===== src/lfu_pkg.sv =====
// ----------------------------------------------------------------------------
// lfu_pkg: shared types and constants
// Sizes, entry layout and scan result record of the LFU cache table.
// ----------------------------------------------------------------------------
package lfu_pkg;

   localparam int CAPACITY   = 16;
   localparam int COUNT_BITS = 16;
   localparam int KEY_BITS   = 32;
   localparam int VALUE_BITS = 32;
   localparam int CFG_BITS   = 5;

   localparam int IDX_BITS = (CAPACITY > 1) ? $clog2(CAPACITY) : 1;
   localparam int OCC_BITS = $clog2(CAPACITY + 1);

   localparam logic [COUNT_BITS-1:0] COUNT_MAX  = {COUNT_BITS{1'b1}};
   localparam logic [COUNT_BITS-1:0] COUNT_ONE  = COUNT_BITS'(1);
   localparam logic [VALUE_BITS-1:0] MISS_VALUE = {VALUE_BITS{1'b1}};
   localparam logic [CFG_BITS-1:0]   LIVE_RESET = CFG_BITS'(16);

   localparam logic CMD_GET = 1'b0;
   localparam logic CMD_PUT = 1'b1;

   typedef struct packed {
      logic [KEY_BITS-1:0]   key;
      logic [VALUE_BITS-1:0] value;
      logic [COUNT_BITS-1:0] count;
   } entry_type;

   localparam int ENTRY_BITS = $bits(entry_type);

   // one entry as it leaves the table during a scan
   typedef struct packed {
      logic                live;
      logic [IDX_BITS-1:0] idx;
      logic [IDX_BITS-1:0] rank;
      entry_type           data;
   } scan_entry_type;

   typedef struct packed {
      logic                  found;
      logic [IDX_BITS-1:0]   found_idx;
      logic [IDX_BITS-1:0]   found_rank;
      entry_type             found_data;
      logic                  victim_ok;
      logic [IDX_BITS-1:0]   victim_idx;
      logic [IDX_BITS-1:0]   victim_rank;
      logic [COUNT_BITS-1:0] victim_count;
      logic                  free_ok;
      logic [IDX_BITS-1:0]   free_idx;
   } scan_result_type;

endpackage


===== src/lfu_ram.sv =====
// ----------------------------------------------------------------------------
// lfu_ram: generic simple dual-port RAM
// One write port, one read port with registered read data.
// ----------------------------------------------------------------------------
module lfu_ram #(
   parameter int WIDTH = 8,
   parameter int DEPTH = 16
) (
   input  logic                                       clock,
   input  logic                                       wr_en,
   input  logic [((DEPTH > 1) ? $clog2(DEPTH) : 1)-1:0] wr_addr,
   input  logic [WIDTH-1:0]                           wr_data,
   input  logic                                       rd_en,
   input  logic [((DEPTH > 1) ? $clog2(DEPTH) : 1)-1:0] rd_addr,
   output logic [WIDTH-1:0]                           rd_data
);

   logic [WIDTH-1:0] mem_ff [DEPTH];
   logic [WIDTH-1:0] rd_data_ff;

   always_ff @(posedge clock) begin
      if (wr_en) begin
         mem_ff[wr_addr] <= wr_data;
      end
      if (rd_en) begin
         rd_data_ff <= mem_ff[rd_addr];
      end
   end

   assign rd_data = rd_data_ff;

endmodule


===== src/lfu_scan.sv =====
// ----------------------------------------------------------------------------
// lfu_scan: key match and victim search
// Folds the entries streamed out of the table into the first key match,
// the least-used, least-recent victim and the first free slot.
// ----------------------------------------------------------------------------
module lfu_scan (
   input  logic                                  clock,
   input  logic                                  reset,
   input  logic                                  clear,
   input  logic                                  strobe,
   input  lfu_pkg::scan_entry_type               entry,
   input  logic [lfu_pkg::KEY_BITS-1:0]          lookup_key,
   output lfu_pkg::scan_result_type              result
);

   lfu_pkg::scan_result_type res_ff;
   lfu_pkg::scan_result_type res_in;

   always_comb begin
      res_in = res_ff;
      if (clear) begin
         res_in.found     = 1'b0;
         res_in.victim_ok = 1'b0;
         res_in.free_ok   = 1'b0;
      end else if (strobe) begin
         if (entry.live) begin
            if (!res_ff.found && entry.data.key == lookup_key) begin
               res_in.found      = 1'b1;
               res_in.found_idx  = entry.idx;
               res_in.found_rank = entry.rank;
               res_in.found_data = entry.data;
            end
            if (!res_ff.victim_ok || entry.data.count < res_ff.victim_count ||
                (entry.data.count == res_ff.victim_count &&
                 entry.rank < res_ff.victim_rank)) begin
               res_in.victim_ok    = 1'b1;
               res_in.victim_idx   = entry.idx;
               res_in.victim_rank  = entry.rank;
               res_in.victim_count = entry.data.count;
            end
         end else if (!res_ff.free_ok) begin
            res_in.free_ok  = 1'b1;
            res_in.free_idx = entry.idx;
         end
      end
   end

   always_ff @(posedge clock) begin
      if (reset) begin
         res_ff <= '0;
      end else begin
         res_ff <= res_in;
      end
   end

   assign result = res_ff;

endmodule


===== src/lfu_cache_table_top.sv =====
// ----------------------------------------------------------------------------
// lfu_cache_table_top: LFU key/value cache with LRU tie break
// Items are taken one at a time: req_stall is high from the accept until the
// write-back finishes. Each item is scanned with sixteen reads through the
// single registered read port of the entry RAM, then written back in the write
// state, which holds while a previous result still stalls the output; the next
// item is taken in the idle state. rsp_valid is set as the write state ends.
// Reset: synchronous, active high; clears valid bits, occupancy, the result
// valid flag and sets live capacity to 16. No clearing pass is needed.
// ----------------------------------------------------------------------------
module lfu_cache_table_top (
   input  logic                                    clock,
   input  logic                                    reset,
   input  logic                                    req_valid,
   output logic                                    req_stall,
   input  logic                                    req_cmd,
   input  logic signed [lfu_pkg::KEY_BITS-1:0]     req_lookup_key,
   input  logic signed [lfu_pkg::VALUE_BITS-1:0]   req_write_value,
   output logic                                    rsp_valid,
   input  logic                                    rsp_stall,
   output logic                                    rsp_hit,
   output logic signed [lfu_pkg::VALUE_BITS-1:0]   rsp_read_value,
   input  logic                                    csr_wr_en,
   input  logic [lfu_pkg::CFG_BITS-1:0]            csr_wr_data
);

   localparam logic [1:0] ST_IDLE  = 2'd0;
   localparam logic [1:0] ST_SCAN  = 2'd1;
   localparam logic [1:0] ST_WRITE = 2'd2;

   logic [1:0]                       state_ff, state_in;
   logic [lfu_pkg::OCC_BITS-1:0]     cnt_ff, cnt_in;
   logic                             pend_ff;
   logic [lfu_pkg::IDX_BITS-1:0]     pidx_ff;
   logic                             cmd_ff;
   logic [lfu_pkg::KEY_BITS-1:0]     key_ff;
   logic [lfu_pkg::VALUE_BITS-1:0]   val_ff;
   logic [lfu_pkg::CFG_BITS-1:0]     live_ff;
   logic [lfu_pkg::OCC_BITS-1:0]     occ_ff, occ_in;
   logic [lfu_pkg::CAPACITY-1:0]     valid_ff, valid_in;
   logic [lfu_pkg::IDX_BITS-1:0]     rank_ff [lfu_pkg::CAPACITY];
   logic [lfu_pkg::IDX_BITS-1:0]     rank_in [lfu_pkg::CAPACITY];
   logic                             rsp_valid_ff;
   logic                             rsp_hit_ff;
   logic [lfu_pkg::VALUE_BITS-1:0]   rsp_value_ff;

   logic                             accept;
   logic                             rd_en;
   logic [lfu_pkg::ENTRY_BITS-1:0]   rd_data;
   lfu_pkg::scan_entry_type          scan_entry;
   lfu_pkg::scan_result_type         res;

   logic [lfu_pkg::OCC_BITS-1:0]     cap;
   logic                             can_go;
   logic                             finish;
   logic                             do_touch, put_miss, evict, fill;
   logic                             wr_en, unlink_en;
   logic [lfu_pkg::IDX_BITS-1:0]     wr_idx, unlink_rank, new_rank;
   lfu_pkg::entry_type               wr_data;
   logic [lfu_pkg::COUNT_BITS-1:0]   inc_count;

   assign accept    = (state_ff == ST_IDLE) && req_valid;
   assign req_stall = (state_ff != ST_IDLE);
   assign rd_en     = (state_ff == ST_SCAN) && (cnt_ff < lfu_pkg::OCC_BITS'(lfu_pkg::CAPACITY));

   lfu_ram #(
      .WIDTH (lfu_pkg::ENTRY_BITS),
      .DEPTH (lfu_pkg::CAPACITY)
   ) u_ram (
      .clock   (clock),
      .wr_en   (wr_en),
      .wr_addr (wr_idx),
      .wr_data (wr_data),
      .rd_en   (rd_en),
      .rd_addr (cnt_ff[lfu_pkg::IDX_BITS-1:0]),
      .rd_data (rd_data)
   );

   always_comb begin
      scan_entry.live = valid_ff[pidx_ff];
      scan_entry.idx  = pidx_ff;
      scan_entry.rank = rank_ff[pidx_ff];
      scan_entry.data = lfu_pkg::entry_type'(rd_data);
   end

   lfu_scan u_scan (
      .clock      (clock),
      .reset      (reset),
      .clear      (accept),
      .strobe     (pend_ff),
      .entry      (scan_entry),
      .lookup_key (key_ff),
      .result     (res)
   );

   // effective capacity is the live setting clamped to the table size
   always_comb begin
      if (32'(live_ff) < lfu_pkg::CAPACITY) begin
         cap = lfu_pkg::OCC_BITS'(live_ff);
      end else begin
         cap = lfu_pkg::OCC_BITS'(lfu_pkg::CAPACITY);
      end
   end

   assign can_go = !rsp_valid_ff || !rsp_stall;
   assign finish = (state_ff == ST_WRITE) && can_go;

   assign do_touch = res.found && (cmd_ff == lfu_pkg::CMD_GET || cap != '0);
   assign put_miss = (cmd_ff == lfu_pkg::CMD_PUT) && (cap != '0) && !res.found;
   assign evict    = put_miss && (occ_ff >= cap) && res.victim_ok;
   assign fill     = put_miss && (occ_ff < cap) && res.free_ok;

   assign wr_en     = finish && (do_touch || evict || fill);
   assign unlink_en = finish && (do_touch || evict);
   assign inc_count = (res.found_data.count == lfu_pkg::COUNT_MAX) ?
                      res.found_data.count : res.found_data.count + 1'b1;

   always_comb begin
      if (do_touch) begin
         wr_idx        = res.found_idx;
         unlink_rank   = res.found_rank;
         wr_data.key   = key_ff;
         wr_data.value = (cmd_ff == lfu_pkg::CMD_PUT) ? val_ff : res.found_data.value;
         wr_data.count = inc_count;
      end else begin
         wr_idx        = evict ? res.victim_idx : res.free_idx;
         unlink_rank   = res.victim_rank;
         wr_data.key   = key_ff;
         wr_data.value = val_ff;
         wr_data.count = lfu_pkg::COUNT_ONE;
      end
   end

   assign occ_in   = (finish && fill) ? occ_ff + 1'b1 : occ_ff;
   assign new_rank = lfu_pkg::IDX_BITS'(occ_in - 1'b1);

   always_comb begin
      valid_in = valid_ff;
      for (int i = 0; i < lfu_pkg::CAPACITY; i++) begin
         rank_in[i] = rank_ff[i];
         // close the gap left by the entry that moves to the top
         if (unlink_en && valid_ff[i] && lfu_pkg::IDX_BITS'(i) != wr_idx &&
             rank_ff[i] > unlink_rank) begin
            rank_in[i] = rank_ff[i] - 1'b1;
         end
         if (wr_en && lfu_pkg::IDX_BITS'(i) == wr_idx) begin
            rank_in[i]  = new_rank;
            valid_in[i] = 1'b1;
         end
      end
   end

   always_comb begin
      state_in = state_ff;
      cnt_in   = cnt_ff;
      unique case (state_ff)
         ST_IDLE: begin
            if (accept) begin
               state_in = ST_SCAN;
               cnt_in   = '0;
            end
         end
         ST_SCAN: begin
            if (rd_en) begin
               cnt_in = cnt_ff + 1'b1;
            end else begin
               state_in = ST_WRITE;
            end
         end
         ST_WRITE: begin
            if (can_go) begin
               state_in = ST_IDLE;
            end
         end
         default: begin
            state_in = ST_IDLE;
         end
      endcase
   end

   always_ff @(posedge clock) begin
      if (reset) begin
         state_ff     <= ST_IDLE;
         cnt_ff       <= '0;
         pend_ff      <= 1'b0;
         live_ff      <= lfu_pkg::LIVE_RESET;
         occ_ff       <= '0;
         valid_ff     <= '0;
         rsp_valid_ff <= 1'b0;
      end else begin
         state_ff <= state_in;
         cnt_ff   <= cnt_in;
         pend_ff  <= rd_en;
         occ_ff   <= occ_in;
         valid_ff <= valid_in;
         if (csr_wr_en) begin
            live_ff <= csr_wr_data;
         end
         if (finish) begin
            rsp_valid_ff <= 1'b1;
         end else if (!rsp_stall) begin
            rsp_valid_ff <= 1'b0;
         end
      end
   end

   always_ff @(posedge clock) begin
      pidx_ff <= cnt_ff[lfu_pkg::IDX_BITS-1:0];
      rank_ff <= rank_in;
      if (accept) begin
         cmd_ff <= req_cmd;
         key_ff <= req_lookup_key;
         val_ff <= req_write_value;
      end
      if (finish) begin
         rsp_hit_ff   <= res.found;
         rsp_value_ff <= res.found ? res.found_data.value : lfu_pkg::MISS_VALUE;
      end
   end

   assign rsp_valid      = rsp_valid_ff;
   assign rsp_hit        = rsp_hit_ff;
   assign rsp_read_value = rsp_value_ff;

endmodule


===== config.mk =====
export PLATFORM = sky130hd
export DESIGN_NAME = lfu_cache_table_top
export DESIGN_NICKNAME = d
export VERILOG_FILES = /design/src/lfu_pkg.sv /design/src/lfu_ram.sv /design/src/lfu_scan.sv /design/src/lfu_cache_table_top.sv
export SDC_FILE = /design/constraint.sdc
export NUM_CORES = 2
export LEC_CHECK = 0
export ABC_CLOCK_PERIOD_IN_PS = 14000
export BUFFER_PORTS_ARGS = -buffer_cell sky130_fd_sc_hd__buf_2
export CAP_MARGIN = 20
export CORE_MARGIN = 2
export CORE_UTILIZATION = 65
export CTS_BUF_LIST = sky130_fd_sc_hd__clkbuf_2
export CTS_CLUSTER_DIAMETER = 100
export DETAILED_ROUTE_END_ITERATION = 6
export PLACE_DENSITY_LB_ADDON = 0.25
export SKIP_CTS_REPAIR_TIMING = 1
export SYNTH_ARGS = -nofsm -noshare
export SYNTH_HDL_FRONTEND = slang
export SYNTH_HIERARCHICAL = 1
export SYNTH_SLANG_ARGS = --single-unit

===== constraint.sdc =====
create_clock -name clock -period 14 [get_ports clock]
set_input_delay 2.8 -clock clock [delete_from_list [all_inputs] [get_ports clock]]
set_output_delay 2.8 -clock clock [all_outputs]
set_load 0.03 [all_outputs]

Word level (Yosys, flattened, before mapping)
Memory sizes are Yosys's and may differ from the RTL's. A register that Yosys moved wholly into a read port is not among the register bits.
Index checks and enable logic that the tools add are counted.
- reductions and logical operators: 120
- add/sub/neg operators: 20
- bitwise gates (word level): 5
- $lt $le $gt $ge: 24
- eq/ne operators: 40
- mux-type cells: 56
- operator list (kind ; number):
    4-bit 2-to-1 mux ; 37
    1-bit logical AND ; 79
    4-bit by 1-bit subtractor with 4-bit output (second input constant) ; 17
    4-bit greater-than comparator ; 16
    48-bit 2-to-1 mux ; 1
    2-bit nonzero test ; 18
    32-bit == test ; 1
    4-bit == test (first input constant) ; 8
    32-bit 2-to-1 mux ; 1
    4-bit inequality test (first input constant) ; 8
    5-bit 2-to-1 mux ; 4
    16-bit by 1-bit adder with 16-bit output (second input constant) ; 1
    4-bit binary-select mux with 4-bit select ; 1
    16-bit == test ; 1
    16-bit == test (second input constant) ; 1
    3-bit by 4-bit == test with 1-bit output (first input constant) ; 4
    16-bit less-than comparator ; 1
    16-bit 2-to-1 mux ; 1
    3-bit by 4-bit inequality test with 1-bit output (first input constant) ; 4
    3-bit AND reduction ; 4
    4-bit AND reduction ; 3
    5-bit by 1-bit adder with 5-bit output (second input constant) ; 2
    5-bit less-than comparator (second input constant) ; 2
    5-bit case mux with 2 select lines ; 1
    27 further kinds ; 49
- memories: 1
- register bits after elaboration: 288
- RAM bits: 1280
- output and inout bits: 35
- input port bits: 75
- logic and storage cells: 321
- memories (memory ; depth ; width ; read ports ; clocked after memory_dff ; wr ports ; line ; source):
    u_ram.mem_ff ; 16 ; 80 ; 1 ; 1 ; 1 ; lfu_ram.sv:18 ; logic [WIDTH-1:0] mem_ff [DEPTH];

Logic depth before layout (Yosys ltp)
- word-level depth: 14
- mapped depth: 13
- gate-level depth less buffers: 11

Cells and area by module
Netlist, hierarchy kept.
- modules (own cells, without submodules) (module ; cells each ; area each (um2) ; times used):
    lfu_ram ; 2054 ; 50223.2 ; 1
    lfu_cache_table_top ; 900 ; 11225.8 ; 1
    lfu_scan ; 713 ; 6020.8 ; 1

Worst setup path before layout
No wires, ideal clock.
- path kind: in2reg
- from: input port rsp_stall
- to: memory u_ram/mem_ff[0][0] in the netlist's numbering (enable)
- arrival: 10.948 ns
- slack: 2.436 ns
- stages on the path: 6
- path through: a21oi_1 > inv_1 > o21a_2 > inv_2 > or3b_2 > nor3_1
- word-level cells in the longest chain between the ends: 6
- ends and longest elaborated chain (what ; line ; source):
    start, declared ; lfu_cache_table_top.sv:20 ; input logic rsp_stall,
    1-bit zero test ; n/a ;
    1-bit logical OR ; lfu_cache_table_top.sv:105 ; assign can_go = !rsp_valid_ff || !rsp_stall;
    1-bit logical AND ; lfu_cache_table_top.sv:106 ; assign finish = (state_ff == ST_WRITE) && can_go;
    1-bit logical AND ; lfu_cache_table_top.sv:113 ; assign wr_en = finish && (do_touch || evict || fill);
    via wr_en ; lfu_cache_table_top.sv:57 ; logic wr_en, unlink_en;
    1-bit 2-to-1 mux ; lfu_ram.sv:22 ; if (wr_en) begin
    1-bit 2-to-1 mux (implied by the code) ; lfu_ram.sv:23 ; mem_ff[wr_addr] <= wr_data;
    end, declared ; lfu_ram.sv:18 ;
The timed path passes the listed nets, and every way through them passes these cells.

Worst setup path after layout
- from: register live_ff[4] in the netlist's numbering
- to: memory u_ram/mem_ff[4][3] in the netlist's numbering (enable)
- elaborated cells between the ends (all ways): 20
- those cells by class: 3 x order compare; 5 x mux; 12 x reduce/logical
- RTL lines (what ; line ; source):
    start, declared ; lfu_cache_table_top.sv:38 ; logic [lfu_pkg::CFG_BITS-1:0] live_ff;
    start signal, assigned ; lfu_cache_table_top.sv:186 ; live_ff <= lfu_pkg::LIVE_RESET;
    start signal, assigned ; lfu_cache_table_top.sv:197 ; live_ff <= csr_wr_data;
    5-bit less-than comparator ; lfu_cache_table_top.sv:98 ; if (32'(live_ff) < lfu_pkg::CAPACITY) begin
    5-bit 2-to-1 mux (*) ; lfu_cache_table_top.sv:98 ;
    parallel branches: the longest is 6 deep, another holds 5-bit greater-or-equal comparator ; n/a ;
    4-bit 2-to-1 mux (*) ; lfu_cache_table_top.sv:119 ; if (do_touch) begin
    via wr_idx, one bit ; lfu_cache_table_top.sv:58 ; logic [lfu_pkg::IDX_BITS-1:0] wr_idx, unlink_rank, new_rank;
Mark *: on every way through the listed nets, which the timed path passes.

==> impl_metrics.ini <==
[status]
status = completed

[final_layout]
area_delta_synth_final_pct = 8.605
final_cell_mix = 1522 x edfxtp_1, 600 x clkbuf_2, 345 x mux4_2
multiInputGateArea_sq_um = 16950
final_common_cell = edfxtp_1
stdcell_area_sq_um = 71920
fillCellCount = 6219
drive_above_1_share_pct = 29.78
seq_area_sq_um = 48240
design.final.nets = 4105

[sta]
setup_viol_count_final = 0
hold_viol = 0
max_freq_mhz = 185.4
tightest_slew_ps = 1163
fin_worst_skew_ps = 146.7
min_period_ps = 5393
slew_headroom_pct = 22.48
grt_setup_unrepaired = false
maxSlewViolCount = 0
setup_tns_ps = 0
post-route-period-util_pct = 38.52

[power]
vdd_drop_max_uv = 107.3
p_sw_share_pct = 23.29
power_switching_uw = 2033
seqPwrFrac_pct = 62.2
p_int_uw = 6696
leakagePower_uw = 0.02402
p_comb_share_pct = 3.6
p_clk_share_pct = 34.2
p_per_area_nw_per_um2 = 121.4

[setup_path]
cp_max_fo = 38
worstPathRequired_ps = 15100
crit_arrival_ps = 6490
crit_path_end_kind = register
worst-setup-path-type = reg -> reg
cp-start-kind = register

[synth]
yosys_warnings = 6
syn_nets = 3710
syn_area_sq_um = 66220
avgSynthCellArea_sq_um = 18.78
syn_inst = 3527

[die]
die-area_sq_um = 104400
fp.dieW_um = 323.2
rows = 117
core_area_sq_um = 101400
io_pins = 110
start_util_pct = 65.28
die_h_um = 323.2

[routing]
firstDrtPassIters = 6
drt_iter0_drc = 4170
post_drt_wl_per_cell_um = 26.90
vias = 36350
drc = 0
ant_nets = 0
post_drt_via_cell_ratio = 6.495
wirelength_um = 150500

[clocking]
clock-sinks = 1648
cts_buffer_depth = 4
clk_latency_ps = 1600
h-tree-depth = 5
cts_tree = built
clockRootBuffer = clkbuf_2
cts_buffers = 399
clk_pin_slew_worst_paths_ps = 100

[global_routing]
grt.total_usage_pct = 29.54
grt_pass1_wl_um = 226900
grt_pass1_vias = 37620
antenna_found_initial = 4
grt_max_degree = 103
grt_overflow = 0

[job]
drv_cap = 0

[placed_design]
placement.cell_area_sq_um = 68250
place.gp.congestion = 0.8431
portBuffers = 109
hpwl_um = 85040

[min_path]
holdCritPathClass = reg -> reg
==> critical path, cell delays in order (launching register included) <==
cell      delay, ps
dfxtp_1         530
inv_1           170
ha_1            360
nand4_1         180
o221ai_1        480
nand3_1         180
a31oi_2         700
nand3b_1        430
nor3_2          610
buf_4           650
buf_4           680
==> area by class of cell <==
class / instances / area share, %
timing repair buffer: 195 / 1.776
sequential: 1648 / 67.07
inverter: 69 / 0.3601
antenna: 5 / 0.01740
multi-input combinational: 1609 / 23.56
clock buffer: 600 / 4.175
tap: 1368 / 2.380
clock inverter: 103 / 0.6594
==> power groups by stage <==
stage | logic [uW] | clock network, uW | registers, uW
finish | 312 | 2990 | 5430
global placement | 301 | 0 | 5540
detailed placement | 309 | 0 | 5540
floorplan | 238 | 0 | 5520
CTS | 310 | 3060 | 5430
global route | 335 | 3320 | 5440
==> per-layer routing <==
metal | part of all wire, % | vias up | track usage, %
li1 | - | 15390 | -
met1 | 38 | 18540 | 40.87
met2 | 50 | 2149 | 47.63
met3 | 10 | 273 | 6.023
met4 | 2.5 | 0 | 10.48
met5 | 0 | - | 0
==> state kept, by name (all words and copies together) (netlist names) <==
name            flops
key_ff             32
cnt_ff              5
valid_ff           16
pend_ff             1
u_scan/result      87
rank_ff            64
val_ff             32
pidx_ff             4
rsp_hit             1
cmd_ff              1
u_ram/rd_data      80
rsp_valid           1
live_ff             5
occ_ff              5
u_ram/mem_ff     1280
state_ff            2
rsp_read_value     32
==> path summary, 6_finish.rpt <==
kind	depth (start not counted)	end	from	slack (ps)
worst max-delay path	10	u_ram/mem_ff[4][3]$_DFFE_PP_	live_ff[4]$_SDFFE_PP1P_	8610
worst min-delay path	2	u_scan/result[111]$_SDFFE_PP0P_	u_scan/result[111]$_SDFFE_PP0P_	490
worst max register to register	10	u_ram/mem_ff[4][3]$_DFFE_PP_	live_ff[4]$_SDFFE_PP1P_	8610
worst min register to register	2	u_scan/result[111]$_SDFFE_PP0P_	u_scan/result[111]$_SDFFE_PP0P_	490
==> per-stage QoR <==
step / instances / util (%) / total power (uW) / setup slack (ps) / hold WS, ps
CTS: 5578 / 70.71 / 8798 / 8564 / 487.1
floorplan: 3527 / - / 5753 / 2436 / 376.5
global placement: 4875 / 67.28 / 5840 / 7235 / 458.5
detailed placement: 4875 / 67.28 / 5852 / 7173 / 474.9
global route: 5596 / 70.89 / 9088 / 8360 / 510.2
finish: 5597 / 70.89 / 8729 / 8607 / 491.1
Power figures use the tool's default switching activity.
